===== src/rtl/pdn_pkg.sv =====
// Package for the PLL phase detector / notch / PI unit.
// Sequencer state type, register map indexes and fixed widths; no dependencies.
`default_nettype none

package pdn_pkg;

   localparam int SMP_W  = 16;   // Q1.15 samples
   localparam int VAL_W  = 24;   // Q8.16 internal values
   localparam int COEF_W = 20;   // Q4.16 coefficients
   localparam int PROD_W = 48;   // multiplier product / accumulator
   localparam int REG_W  = 48;   // widest register
   localparam int CSR_DW = 64;   // csr data bus
   localparam int CSR_AW = 6;    // 8 registers at 8-byte spacing

   localparam logic [2:0] REG_NOTCH_ENABLE  = 3'd0;
   localparam logic [2:0] REG_COEF_B0       = 3'd1;
   localparam logic [2:0] REG_COEF_B1       = 3'd2;
   localparam logic [2:0] REG_COEF_B2       = 3'd3;
   localparam logic [2:0] REG_COEF_A1       = 3'd4;
   localparam logic [2:0] REG_COEF_A2       = 3'd5;
   localparam logic [2:0] REG_GAINS         = 3'd6;
   localparam logic [2:0] REG_OUTPUT_LIMITS = 3'd7;

   localparam logic [COEF_W-1:0] COEF_B0_RESET    = 20'h10000;
   localparam logic [REG_W-1:0]  OUT_LIMITS_RESET = 48'h7FFFFF_800000;

   typedef enum logic [3:0] {
      S_IDLE,
      S_ERR,     // sample * cosine
      S_ERRW,    // scale phase error
      S_N0,      // b0 * err
      S_N1,      // b1 * x1
      S_N2,      // b2 * x2
      S_N3,      // a1 * y1
      S_N4,      // a2 * y2
      S_NSUM,    // close notch sum, update history
      S_KI,      // ki * err
      S_INT,     // integrator add, kp * err
      S_ICLAMP,  // integrator clamp
      S_OUT,     // proportional + integrator
      S_OCLAMP   // output clamp, hand to output register
   } state_type;

endpackage

`default_nettype wire


===== src/rtl/pll_phase_detect_notch_pi_unit.sv =====
// Single-phase PLL phase detector, optional notch biquad and PI loop filter; depends on pdn_pkg.
// A new transaction is accepted only while the sequencer is idle; the notch steps are skipped
// when the notch is off, and the output clamp step waits until the output register is free. A single
// shared 24x24 multiplier with a registered product is stepped by the sequencer.
// Reset (synchronous, active high) restores register defaults and clears history.
// A result waits in the output register; the next transaction may start meanwhile.
`default_nettype none

module pll_phase_detect_notch_pi_unit (
   input  wire logic                               clock,
   input  wire logic                               reset,
   // input channel
   input  wire logic                               req_valid,
   output logic                                    req_ready,
   input  wire logic signed [pdn_pkg::SMP_W-1:0]   req_in_sample,
   input  wire logic signed [pdn_pkg::SMP_W-1:0]   req_cos_ref,
   // result channel
   output logic                                    rsp_valid,
   input  wire logic                               rsp_ready,
   output logic signed [pdn_pkg::VAL_W-1:0]        rsp_control_out,
   output logic signed [pdn_pkg::VAL_W-1:0]        rsp_filtered_error,
   // configuration port
   input  wire logic                               psel,
   input  wire logic                               penable,
   input  wire logic                               pwrite,
   input  wire logic [pdn_pkg::CSR_AW-1:0]         paddr,
   input  wire logic [pdn_pkg::CSR_DW-1:0]         pwdata,
   output logic [pdn_pkg::CSR_DW-1:0]              prdata,
   output logic                                    pready
);

   import pdn_pkg::*;

   // ---------------------------------------------------------------------------
   // Configuration registers
   // ---------------------------------------------------------------------------
   logic                     notch_en_ff;
   logic signed [COEF_W-1:0] b0_ff, b1_ff, b2_ff, a1_ff, a2_ff;
   logic [REG_W-1:0]         gains_ff;
   logic [REG_W-1:0]         limits_ff;
   logic                     csr_wr;
   logic [2:0]               csr_idx;

   assign pready  = 1'b1;
   assign csr_wr  = psel && penable && pwrite;
   assign csr_idx = paddr[CSR_AW-1:3];

   always_ff @(posedge clock) begin
      if (reset) begin
         notch_en_ff <= 1'b0;
         b0_ff       <= COEF_B0_RESET;
         b1_ff       <= '0;
         b2_ff       <= '0;
         a1_ff       <= '0;
         a2_ff       <= '0;
         gains_ff    <= '0;
         limits_ff   <= OUT_LIMITS_RESET;
      end else if (csr_wr) begin
         case (csr_idx)
            REG_NOTCH_ENABLE:  notch_en_ff <= pwdata[0];
            REG_COEF_B0:       b0_ff       <= pwdata[COEF_W-1:0];
            REG_COEF_B1:       b1_ff       <= pwdata[COEF_W-1:0];
            REG_COEF_B2:       b2_ff       <= pwdata[COEF_W-1:0];
            REG_COEF_A1:       a1_ff       <= pwdata[COEF_W-1:0];
            REG_COEF_A2:       a2_ff       <= pwdata[COEF_W-1:0];
            REG_GAINS:         gains_ff    <= pwdata[REG_W-1:0];
            REG_OUTPUT_LIMITS: limits_ff   <= pwdata[REG_W-1:0];
            default: ;
         endcase
      end
   end

   always_comb begin
      case (csr_idx)
         REG_NOTCH_ENABLE:  prdata = CSR_DW'(notch_en_ff);
         REG_COEF_B0:       prdata = CSR_DW'(unsigned'(b0_ff));
         REG_COEF_B1:       prdata = CSR_DW'(unsigned'(b1_ff));
         REG_COEF_B2:       prdata = CSR_DW'(unsigned'(b2_ff));
         REG_COEF_A1:       prdata = CSR_DW'(unsigned'(a1_ff));
         REG_COEF_A2:       prdata = CSR_DW'(unsigned'(a2_ff));
         REG_GAINS:         prdata = CSR_DW'(gains_ff);
         REG_OUTPUT_LIMITS: prdata = CSR_DW'(limits_ff);
         default:           prdata = '0;
      endcase
   end

   // register fields as signed Q8.16
   logic signed [VAL_W-1:0] kp, ki, lim_hi, lim_lo;
   assign kp     = gains_ff[2*VAL_W-1:VAL_W];
   assign ki     = gains_ff[VAL_W-1:0];
   assign lim_hi = limits_ff[2*VAL_W-1:VAL_W];
   assign lim_lo = limits_ff[VAL_W-1:0];

   // ---------------------------------------------------------------------------
   // Helpers
   // ---------------------------------------------------------------------------
   function automatic logic signed [VAL_W-1:0] sat24(input logic signed [32:0] v);
      logic signed [32:0] vmax, vmin;
      vmax = 33'sd8388607;
      vmin = -33'sd8388608;
      if (v > vmax)      sat24 = vmax[VAL_W-1:0];
      else if (v < vmin) sat24 = vmin[VAL_W-1:0];
      else               sat24 = v[VAL_W-1:0];
   endfunction

   // upper bound checked first; an inverted pair keeps this order
   function automatic logic signed [VAL_W-1:0] clamp_lim(
      input logic signed [VAL_W-1:0] v,
      input logic signed [VAL_W-1:0] hi,
      input logic signed [VAL_W-1:0] lo);
      if (v > hi)      clamp_lim = hi;
      else if (v < lo) clamp_lim = lo;
      else             clamp_lim = v;
   endfunction

   // ---------------------------------------------------------------------------
   // Datapath and sequencer registers
   // ---------------------------------------------------------------------------
   state_type state_ff, state_in;

   logic signed [SMP_W-1:0]  smp_ff,   smp_in;
   logic signed [SMP_W-1:0]  cos_ff,   cos_in;
   logic signed [PROD_W-1:0] prod_ff,  prod_in;
   logic signed [PROD_W-1:0] acc_ff,   acc_in;
   logic signed [VAL_W-1:0]  err_ff,   err_in;
   logic signed [VAL_W-1:0]  x1_ff,    x1_in;
   logic signed [VAL_W-1:0]  x2_ff,    x2_in;
   logic signed [VAL_W-1:0]  y1_ff,    y1_in;
   logic signed [VAL_W-1:0]  y2_ff,    y2_in;
   logic signed [VAL_W-1:0]  integ_ff, integ_in;
   logic signed [VAL_W-1:0]  tmp_ff,   tmp_in;
   logic                     rsp_valid_ff, rsp_valid_in;
   logic signed [VAL_W-1:0]  rsp_ctrl_ff,  rsp_ctrl_in;
   logic signed [VAL_W-1:0]  rsp_ferr_ff,  rsp_ferr_in;

   // shared multiplier operands
   logic                     mul_en;
   logic signed [VAL_W-1:0]  mul_a, mul_b;

   // sums that feed saturation
   logic signed [PROD_W-1:0] notch_sum;
   logic signed [32:0]       notch_scaled;
   logic signed [32:0]       int_sum;
   logic signed [32:0]       out_sum;
   logic                     req_acc;
   logic                     out_free;

   assign req_ready = (state_ff == S_IDLE);
   assign req_acc   = req_valid && req_ready;
   assign out_free  = !rsp_valid_ff || rsp_ready;

   assign notch_sum    = acc_ff - prod_ff;
   assign notch_scaled = 33'(signed'(notch_sum[PROD_W-1:16]));
   assign int_sum      = 33'(signed'(prod_ff[PROD_W-1:16])) + 33'(integ_ff);
   assign out_sum      = 33'(signed'(prod_ff[PROD_W-1:16])) + 33'(integ_ff);

   // next state
   always_comb begin
      state_in = state_ff;
      case (state_ff)
         S_IDLE:   if (req_acc) state_in = S_ERR;
         S_ERR:    state_in = S_ERRW;
         S_ERRW:   state_in = notch_en_ff ? S_N0 : S_KI;
         S_N0:     state_in = S_N1;
         S_N1:     state_in = S_N2;
         S_N2:     state_in = S_N3;
         S_N3:     state_in = S_N4;
         S_N4:     state_in = S_NSUM;
         S_NSUM:   state_in = S_KI;
         S_KI:     state_in = S_INT;
         S_INT:    state_in = S_ICLAMP;
         S_ICLAMP: state_in = S_OUT;
         S_OUT:    state_in = S_OCLAMP;
         S_OCLAMP: if (out_free) state_in = S_IDLE;
         default:  state_in = S_IDLE;
      endcase
   end

   // datapath controls and register next values
   always_comb begin
      smp_in       = smp_ff;
      cos_in       = cos_ff;
      acc_in       = acc_ff;
      err_in       = err_ff;
      x1_in        = x1_ff;
      x2_in        = x2_ff;
      y1_in        = y1_ff;
      y2_in        = y2_ff;
      integ_in     = integ_ff;
      tmp_in       = tmp_ff;
      rsp_valid_in = rsp_valid_ff && !rsp_ready;
      rsp_ctrl_in  = rsp_ctrl_ff;
      rsp_ferr_in  = rsp_ferr_ff;
      mul_en       = 1'b0;
      mul_a        = err_ff;
      mul_b        = err_ff;

      case (state_ff)
         S_IDLE: begin
            if (req_acc) begin
               smp_in = req_in_sample;
               cos_in = req_cos_ref;
            end
         end
         S_ERR: begin
            mul_en = 1'b1;
            mul_a  = VAL_W'(smp_ff);
            mul_b  = VAL_W'(cos_ff);
         end
         S_ERRW: begin
            // Q2.30 product, floor shift by 14; always fits in 24 bits
            err_in = prod_ff[VAL_W+13:14];
         end
         S_N0: begin
            mul_en = 1'b1;
            mul_a  = VAL_W'(b0_ff);
            mul_b  = err_ff;
         end
         S_N1: begin
            mul_en = 1'b1;
            mul_a  = VAL_W'(b1_ff);
            mul_b  = x1_ff;
            acc_in = prod_ff;
         end
         S_N2: begin
            mul_en = 1'b1;
            mul_a  = VAL_W'(b2_ff);
            mul_b  = x2_ff;
            acc_in = acc_ff + prod_ff;
         end
         S_N3: begin
            mul_en = 1'b1;
            mul_a  = VAL_W'(a1_ff);
            mul_b  = y1_ff;
            acc_in = acc_ff + prod_ff;
         end
         S_N4: begin
            mul_en = 1'b1;
            mul_a  = VAL_W'(a2_ff);
            mul_b  = y2_ff;
            acc_in = acc_ff - prod_ff;
         end
         S_NSUM: begin
            x2_in  = x1_ff;
            x1_in  = err_ff;
            y2_in  = y1_ff;
            y1_in  = sat24(notch_scaled);
            err_in = sat24(notch_scaled);
         end
         S_KI: begin
            mul_en = 1'b1;
            mul_a  = ki;
            mul_b  = err_ff;
         end
         S_INT: begin
            integ_in = sat24(int_sum);
            mul_en   = 1'b1;
            mul_a    = kp;
            mul_b    = err_ff;
         end
         S_ICLAMP: begin
            integ_in = clamp_lim(integ_ff, lim_hi, lim_lo);
         end
         S_OUT: begin
            tmp_in = sat24(out_sum);
         end
         S_OCLAMP: begin
            if (out_free) begin
               rsp_valid_in = 1'b1;
               rsp_ctrl_in  = clamp_lim(tmp_ff, lim_hi, lim_lo);
               rsp_ferr_in  = err_ff;
            end
         end
         default: ;
      endcase

      prod_in = mul_en ? (PROD_W'(mul_a) * PROD_W'(mul_b)) : prod_ff;
   end

   always_ff @(posedge clock) begin
      if (reset) begin
         state_ff     <= S_IDLE;
         rsp_valid_ff <= 1'b0;
         x1_ff        <= '0;
         x2_ff        <= '0;
         y1_ff        <= '0;
         y2_ff        <= '0;
         integ_ff     <= '0;
      end else begin
         state_ff     <= state_in;
         rsp_valid_ff <= rsp_valid_in;
         x1_ff        <= x1_in;
         x2_ff        <= x2_in;
         y1_ff        <= y1_in;
         y2_ff        <= y2_in;
         integ_ff     <= integ_in;
      end
   end

   // payload registers, no reset
   always_ff @(posedge clock) begin
      smp_ff      <= smp_in;
      cos_ff      <= cos_in;
      prod_ff     <= prod_in;
      acc_ff      <= acc_in;
      err_ff      <= err_in;
      tmp_ff      <= tmp_in;
      rsp_ctrl_ff <= rsp_ctrl_in;
      rsp_ferr_ff <= rsp_ferr_in;
   end

   assign rsp_valid          = rsp_valid_ff;
   assign rsp_control_out    = rsp_ctrl_ff;
   assign rsp_filtered_error = rsp_ferr_ff;

   // ---------------------------------------------------------------------------
   // Assertions
   // ---------------------------------------------------------------------------
   a_accept_starts: assert property (@(posedge clock) disable iff (reset)
      (req_valid && req_ready) |=> (state_ff == S_ERR))
      else $error("accepted transaction did not start the sequencer");

   a_rsp_from_clamp: assert property (@(posedge clock) disable iff (reset)
      $rose(rsp_valid_ff) |-> ($past(state_ff) == S_OCLAMP))
      else $error("result valid raised outside the output clamp step");

   a_bypass_holds_history: assert property (@(posedge clock) disable iff (reset)
      (state_ff == S_ERRW && !notch_en_ff) |=>
         ($stable(x1_ff) && $stable(x2_ff) && $stable(y1_ff) && $stable(y2_ff)))
      else $error("notch history changed while the notch is bypassed");

   a_integ_in_limits: assert property (@(posedge clock) disable iff (reset)
      (state_ff == S_ICLAMP && lim_hi >= lim_lo) |=>
         (integ_ff <= $past(lim_hi) && integ_ff >= $past(lim_lo)))
      else $error("integrator outside the output limits after clamp");

   a_no_overwrite: assert property (@(posedge clock) disable iff (reset)
      (rsp_valid_ff && !rsp_ready) |=> (rsp_valid_ff && $stable(rsp_ctrl_ff)))
      else $error("pending result overwritten");

endmodule

`default_nettype wire

===== config.mk =====
export PLATFORM = sky130hd
export DESIGN_NAME = pll_phase_detect_notch_pi_unit
export DESIGN_NICKNAME = d
export VERILOG_FILES = /design/src/rtl/pdn_pkg.sv /design/src/rtl/pll_phase_detect_notch_pi_unit.sv
export SDC_FILE = /design/constraint.sdc
export NUM_CORES = 2
export LEC_CHECK = 0
export ABC_CLOCK_PERIOD_IN_PS = 16580
export BUFFER_PORTS_ARGS = -buffer_cell sky130_fd_sc_hd__buf_2
export CORE_ASPECT_RATIO = 1.4
export CORE_MARGIN = 2
export CORE_UTILIZATION = 42
export CTS_BUF_LIST = sky130_fd_sc_hd__clkbuf_2 sky130_fd_sc_hd__clkbuf_4 sky130_fd_sc_hd__clkbuf_8
export CTS_CLUSTER_SIZE = 40
export DETAILED_ROUTE_END_ITERATION = 8
export PLACE_DENSITY_LB_ADDON = 0.3
export SLEW_MARGIN = 0
export SYNTH_ARGS = -nofsm -noshare
export SYNTH_HDL_FRONTEND = slang
export SYNTH_SLANG_ARGS = --single-unit

===== constraint.sdc =====
create_clock -name clock -period 16.58 [get_ports clock]
set_input_delay 3.316 -clock clock [delete_from_list [all_inputs] [get_ports clock]]
set_output_delay 3.316 -clock clock [all_outputs]
set_load 0.005 [all_outputs]

* Word level (Yosys, flattened, before mapping)
Cells that the tools add are included.
** Cells by class
- Magnitude comparators :: 8
- Add/sub/neg operators :: 3
- Reductions and logical operators :: 26
- Equal/unequal tests :: 23
- Multiply operators :: 1
- Multiplexer cells :: 21
** Operators by type and width (count)
- $pmux 64 s8 :: 1
- $mux 24 :: 8
- $pmux 24 s8 :: 1
- $pmux 48 s3 :: 1
- $pmux 24 s5 :: 1
- $pmux 24 s2 :: 2
- $pmux 4 s14 :: 1
- $add 48x48->48 :: 1
- $gt 24x24->1 :: 2
- $lt 24x24->1 :: 2
- $mul 24x24->48 :: 1
- $sub 48x48->48 :: 1
- $add 32x24->33 :: 1
- $gt 33x24->1 const B :: 1
- $lt 33x24->1 const B :: 1
- $gt 32x24->1 const B :: 1
- $lt 32x24->1 const B :: 1
- $eq 4x4->1 const B :: 6
- $reduce_and 2->1 :: 12
- $eq 4x3->1 const B :: 4
- $eq 3x3->1 const B :: 4
- $mux 4 :: 3
- $eq 4x2->1 const B :: 2
- $reduce_or 8->1 :: 1
- 15 further kinds :: 23
** Storage, ports and cells
- Register bits after elaboration :: 546
- Logic and storage cells :: 105
- Bits of input ports :: 109
- Output and inout port bits :: 115

* Depth between registers and ports, before layout
- Word-level depth :: 5
- Gate-level depth with buffers :: 39
- Depth with buffers taken out :: 36

* Worst setup path before layout
Ideal clock, no wire load.
- Path type :: register -> register
- From :: register state_ff[1]
- To :: register prod_ff[45], data pin
- Required time :: 16318 ps
- Path buffers :: 4
- Period minus slack after synthesis :: 10138 ps
- Setup time :: 262 ps
- Arrival time :: 9876 ps
- Stages on the path, launching flop included :: 35
- Setup slack :: 6442 ps
- Cell sequence :: dfxtp_1 clkbuf_1 inv_1 nor2_1 a21boi_0 o22a_1 inv_1 clkbuf_1 o21a_1 clkbuf_1 clkbuf_1 nand2_1 fa_1 inv_1 fa_1 inv_1 fa_1 inv_1 fa_1 fa_1 fa_1 inv_1 fa_1 inv_1 ha_1 a21oi_1 inv_1 a21o_1 a21o_1 a21o_1 a21o_1 a21oi_1 nor2b_1 a211oi_1 xnor2_1
** Between the ends
- Longest elaborated chain between the ends :: 3
- Elaborated cells on any way between the ends :: 11
- Those cells by class :: 1 x mul; 8 x eq/ne; 2 x mux
** Ends and longest elaborated chain
- start, declared :: RTL line pll_phase_detect_notch_pi_unit.sv:119 : state_type state_ff, state_in;
- start signal, assigned :: RTL line pll_phase_detect_notch_pi_unit.sv:290 : state_ff <= state_in;
- $eq 4x4->1 (tied with other cells) :: RTL line pll_phase_detect_notch_pi_unit.sv:198 : case (state_ff)
- $pmux 24 s8 or $pmux 24 s5 (tied branches) :: RTL line pll_phase_detect_notch_pi_unit.sv:198
- $mul 24x24->48 (*) :: RTL line pll_phase_detect_notch_pi_unit.sv:277 : prod_in = mul_en ? (PROD_W'(mul_a) * PROD_W'(mul_b)) : prod_ff;
- end signal, assigned :: RTL line pll_phase_detect_notch_pi_unit.sv:304 : prod_ff <= prod_in;
- end, declared :: RTL line pll_phase_detect_notch_pi_unit.sv:123 : logic signed [PROD_W-1:0] prod_ff, prod_in;
Every way passes the cells marked *; elsewhere a longest branch is shown, timed or not.
A chain may end at the register's enable or synchronous reset.

* Final worst setup path
- From :: register state_ff[0]
- To :: register prod_ff[47], data pin
The elaborated chain is that of the path after synthesis.

==> summary.txt <==
Outcome
  – Status: finished, final reports clean

STA
  – Clk_skew: 0.0732 ns
  – Tightest Pin Transition: 1.27 ns
  – Final hold viol count: 0
  – Max Clk Rate: 88.1 MHz
  – Final slew viol count: 0
  – Hold slack: 0.456 ns
  – Post-Route Setup TNS: 0 ns
  – Final period utilization: 0.684
  – Final WS setup: 5.24 ns
  – Slew margin rel.: 0.154
  – # setup viols final: 0
  – Crit path time final: 11.34 ns
  – RSZ-0062 raised after global routing: no

Logic synthesis
  – Yosys warnings: 0
  – Syn Inst Count: 6283
  – Yosys reg bits: 546
  – Post-Syn Area: 54200 sq um
  – Post-synth EDFFs: 224
  – Syn avg cell area: 8.62 sq um
  – Sequential fraction of the synthesis area: 0.243
  – Prevailing post-synth register cell: dfxtp_1
  – Unique cell type count in the Yosys netlist: 94
  – Synth async-reset ratio: 0

Place
  – # port buffers: 187
  – GPL Wtd Cong: 0.976
  – Hpwl dp: 154 mm
  – Setup slack at placement: 5.41 ns

Worst setup path
  – CP arrival: 11.83 ns
  – Crit-path max FO: 35
  – Worst-case reg-to-reg path depth: 30
  – Worst Path Required: 17.06 ns
  – CP Buf/Inv Count: 7
  – CP endpoint kind: register
  – Critical-path top delay cell: a211o_1
  – CP peak stage delay: 0.91 ns
  – Levels on crit path: 30
  – Setup Crit Path Kind: register to register
  – Cell family with most CP delay: compound AO/OA/AOI/OAI gates
  – Nature of the critical path startpoint: register
  – CP dominant cell by count: fa_1

Final layout
  – Fillers: 12369
  – Layout cells sized above 1: 0.0951
  – # nets final: 7381
  – Layout area overhead: 8.64%

Floorplanning
  – Io pins: 224
  – FP Rows: 155
  – Starting density of the core: 0.424
  – Die area: 132000 sq um
  – Core ar.: 128000 sq um
  – DIE HEIGHT: 429 um
  – Die W: 308 um

Global route
  – Antenna violations before repair: 9
  – Most Used Layer, Global Route: met2
  – First-pass GRT wire length: 300 mm
  – GRT met2 Usage: 0.520
  – Largest net degree at the start of global routing: 133
  – GRT overflow: 0
  – Met3 usage: 0.0504
  – Met1 GRT Util: 0.342
  – Vias in the first global route: 47771
  – GRT Total Usage: 0.305

Clock network
  – CTS Root Cell: clkbuf_8
  – Clock Tree Buf Depth: 3
  – CTS tree: done
  – Clock sink total: 546
  – Setup bufs post-CTS: 0
  – Worst-Skew Late Latency: 0.81 ns
  – CTS resizes: 0
  – Cts hold-fix bufs: 0
  – H-tree depth: 3
  – Clock-pin transition on the worst setup and hold timing paths: 0.06 ns
  – Total CTS buffers: 89

Run
  – Max-Cap Viols: 0

Route
  – Number of remaining DRC errors: 0
  – WL/cell: 25.3 um
  – Final WL: 203 mm
  – ANT nets after route: 0
  – 1st-iter DRT viols: 4313
  – Detailed-route via count: 47506
  – Initial DRT Pass Iterations: 6
  – Via/cell ratio: 5.91

Min path
  – Worst hold-check path type: register to register
  – Hold Path Depth: 2
[placed cells by master (no fill, tap or decap), types with 37 or more instances in the layout]
cell type and n:
clkbuf_8 99, o21bai_1 42, a221oi_1 49, a21oi_1 593, mux2i_1 59, fa_1 610
nand3_1 49, clkbuf_4 41, nor2_1 422, dfxtp_1 321, and2_1 49, buf_2 186
buf_4 94, o21a_1 41, edfxtp_1 224, o21ai_0 153, nand2_1 1008, nand2b_1 62
o22ai_1 47, a22oi_1 92, a21o_1 110, ha_1 354, inv_1 844, a211o_1 37
nand4_1 56, a22o_1 64, xnor2_1 90, nor3_1 43, nor2b_1 73
[logic make-up after synthesis]
family                   Yosys count  synth area share
buffers and inverters           1212            0.0858
adder cells (fa/ha/maj)          964             0.307
other                              2          0.000139
multiplexers                      86            0.0175
AND/OR/NAND/NOR                 1879             0.150
AO/OA/AOI/OAI                   1473             0.176
XOR/XNOR                         121            0.0196
flip-flops                       546             0.243
[cells in the mapped netlist (8+ instances only)]
cell type	number	area, sq um
nand2_1	1009	3790
inv_1	846	3180
fa_1	610	12200
a21oi_1	605	3030
nor2_1	429	1610
ha_1	354	4430
dfxtp_1	322	6450
clkbuf_1	303	1140
edfxtp_1	224	6730
o21ai_0	158	791
a21o_1	110	826
a22oi_1	92	691
xnor2_1	90	788
nor2b_1	73	457
a22o_1	64	561
nand2b_1	63	394
mux2i_1	60	601
nand4_1	56	350
and2_1	52	325
nor3_1	52	260
a221oi_1	49	429
nand3_1	49	245
o22ai_1	47	294
o21bai_1	42	315
o21a_1	41	308
a211o_1	37	324
xor2_1	31	272
buf_1	28	105
o31ai_1	25	188
a21oi_2	23	201
a211oi_1	21	158
mux2_2	21	236
and3_1	20	125
nor3_2	20	200
buf_4	19	143
a221o_1	18	180
a31oi_1	18	113
nor4_1	16	100
or3_1	14	87.6
a21boi_0	12	90.1
o211ai_1	12	90.1
o221ai_1	11	96.3
buf_2	9	45.0
o221a_2	8	90.1
[per-stage QoR]
stage	instance area [sq um]	std cells	util
final	58900	8036	0.461
after global routing	58900	8034	0.461
after CTS	58800	8032	0.460
after detailed placement	56800	7865	0.445
after global placement	56800	7864	0.445
after floorplan	54200	6298	-
[flip-flops by register name, summed over array words and instances, names as in the netlist, 48 cells and up]
register and flops:
acc_ff 48, gains_ff 48, limits_ff 48, prod_ff 48
[worst reg2reg max path, delay by kind of cell, from the launching register on]
family	cells	cell delay, ns
flip-flops	1	0.31
XOR/XNOR	1	0.13
AO/OA/AOI/OAI	12	4.29
AND/OR/NAND/NOR	2	0.52
buffers and inverters	7	2.31
adder cells (fa/ha/maj)	8	3.48
[final cells by class]
| cell class | instances | area [sq um] | area share |
|---|---|---|---|
| Multi-Input combinational cell | 4540 | 36700 | 0.624 |
| Sequential cell | 546 | 13200 | 0.224 |
| Inverter | 850 | 3190 | 0.0542 |
| Tap cell | 1648 | 2060 | 0.0350 |
| Clock buffer | 140 | 1670 | 0.0284 |
| Timing Repair Buffer | 281 | 1650 | 0.0281 |
| Clock inverter | 27 | 360 | 0.00612 |
| Antenna cell | 4 | 10.0 | 0.000170 |
[final timing paths]
path / startpoint / endpoint / slack, ns
worst min register to register: x2_ff[23]$_SDFFE_PP0P_ / x2_ff[23]$_SDFFE_PP0P_ / 0.46
worst max-delay path: state_ff[0]$_SDFFE_PP0P_ / prod_ff[47]$_DFFE_PP_ / 5.24
worst min-delay path: x2_ff[23]$_SDFFE_PP0P_ / x2_ff[23]$_SDFFE_PP0P_ / 0.46
worst max register to register: state_ff[0]$_SDFFE_PP0P_ / prod_ff[47]$_DFFE_PP_ / 5.24
[metal layers]
| metal | routed length [um] | part of all wire | vias to the layer above |
|---|---|---|---|
| li1 | - | - | 20916 |
| met1 | 71200 | 0.35 | 23557 |
| met2 | 98400 | 0.48 | 2308 |
| met3 | 15700 | 0.077 | 719 |
| met4 | 17900 | 0.088 | 6 |
| met5 | 45 | 0.00022 | - |
Power is not shown: default switching activity piles up to over one toggle a cycle in this logic, so the estimate is an artifact.
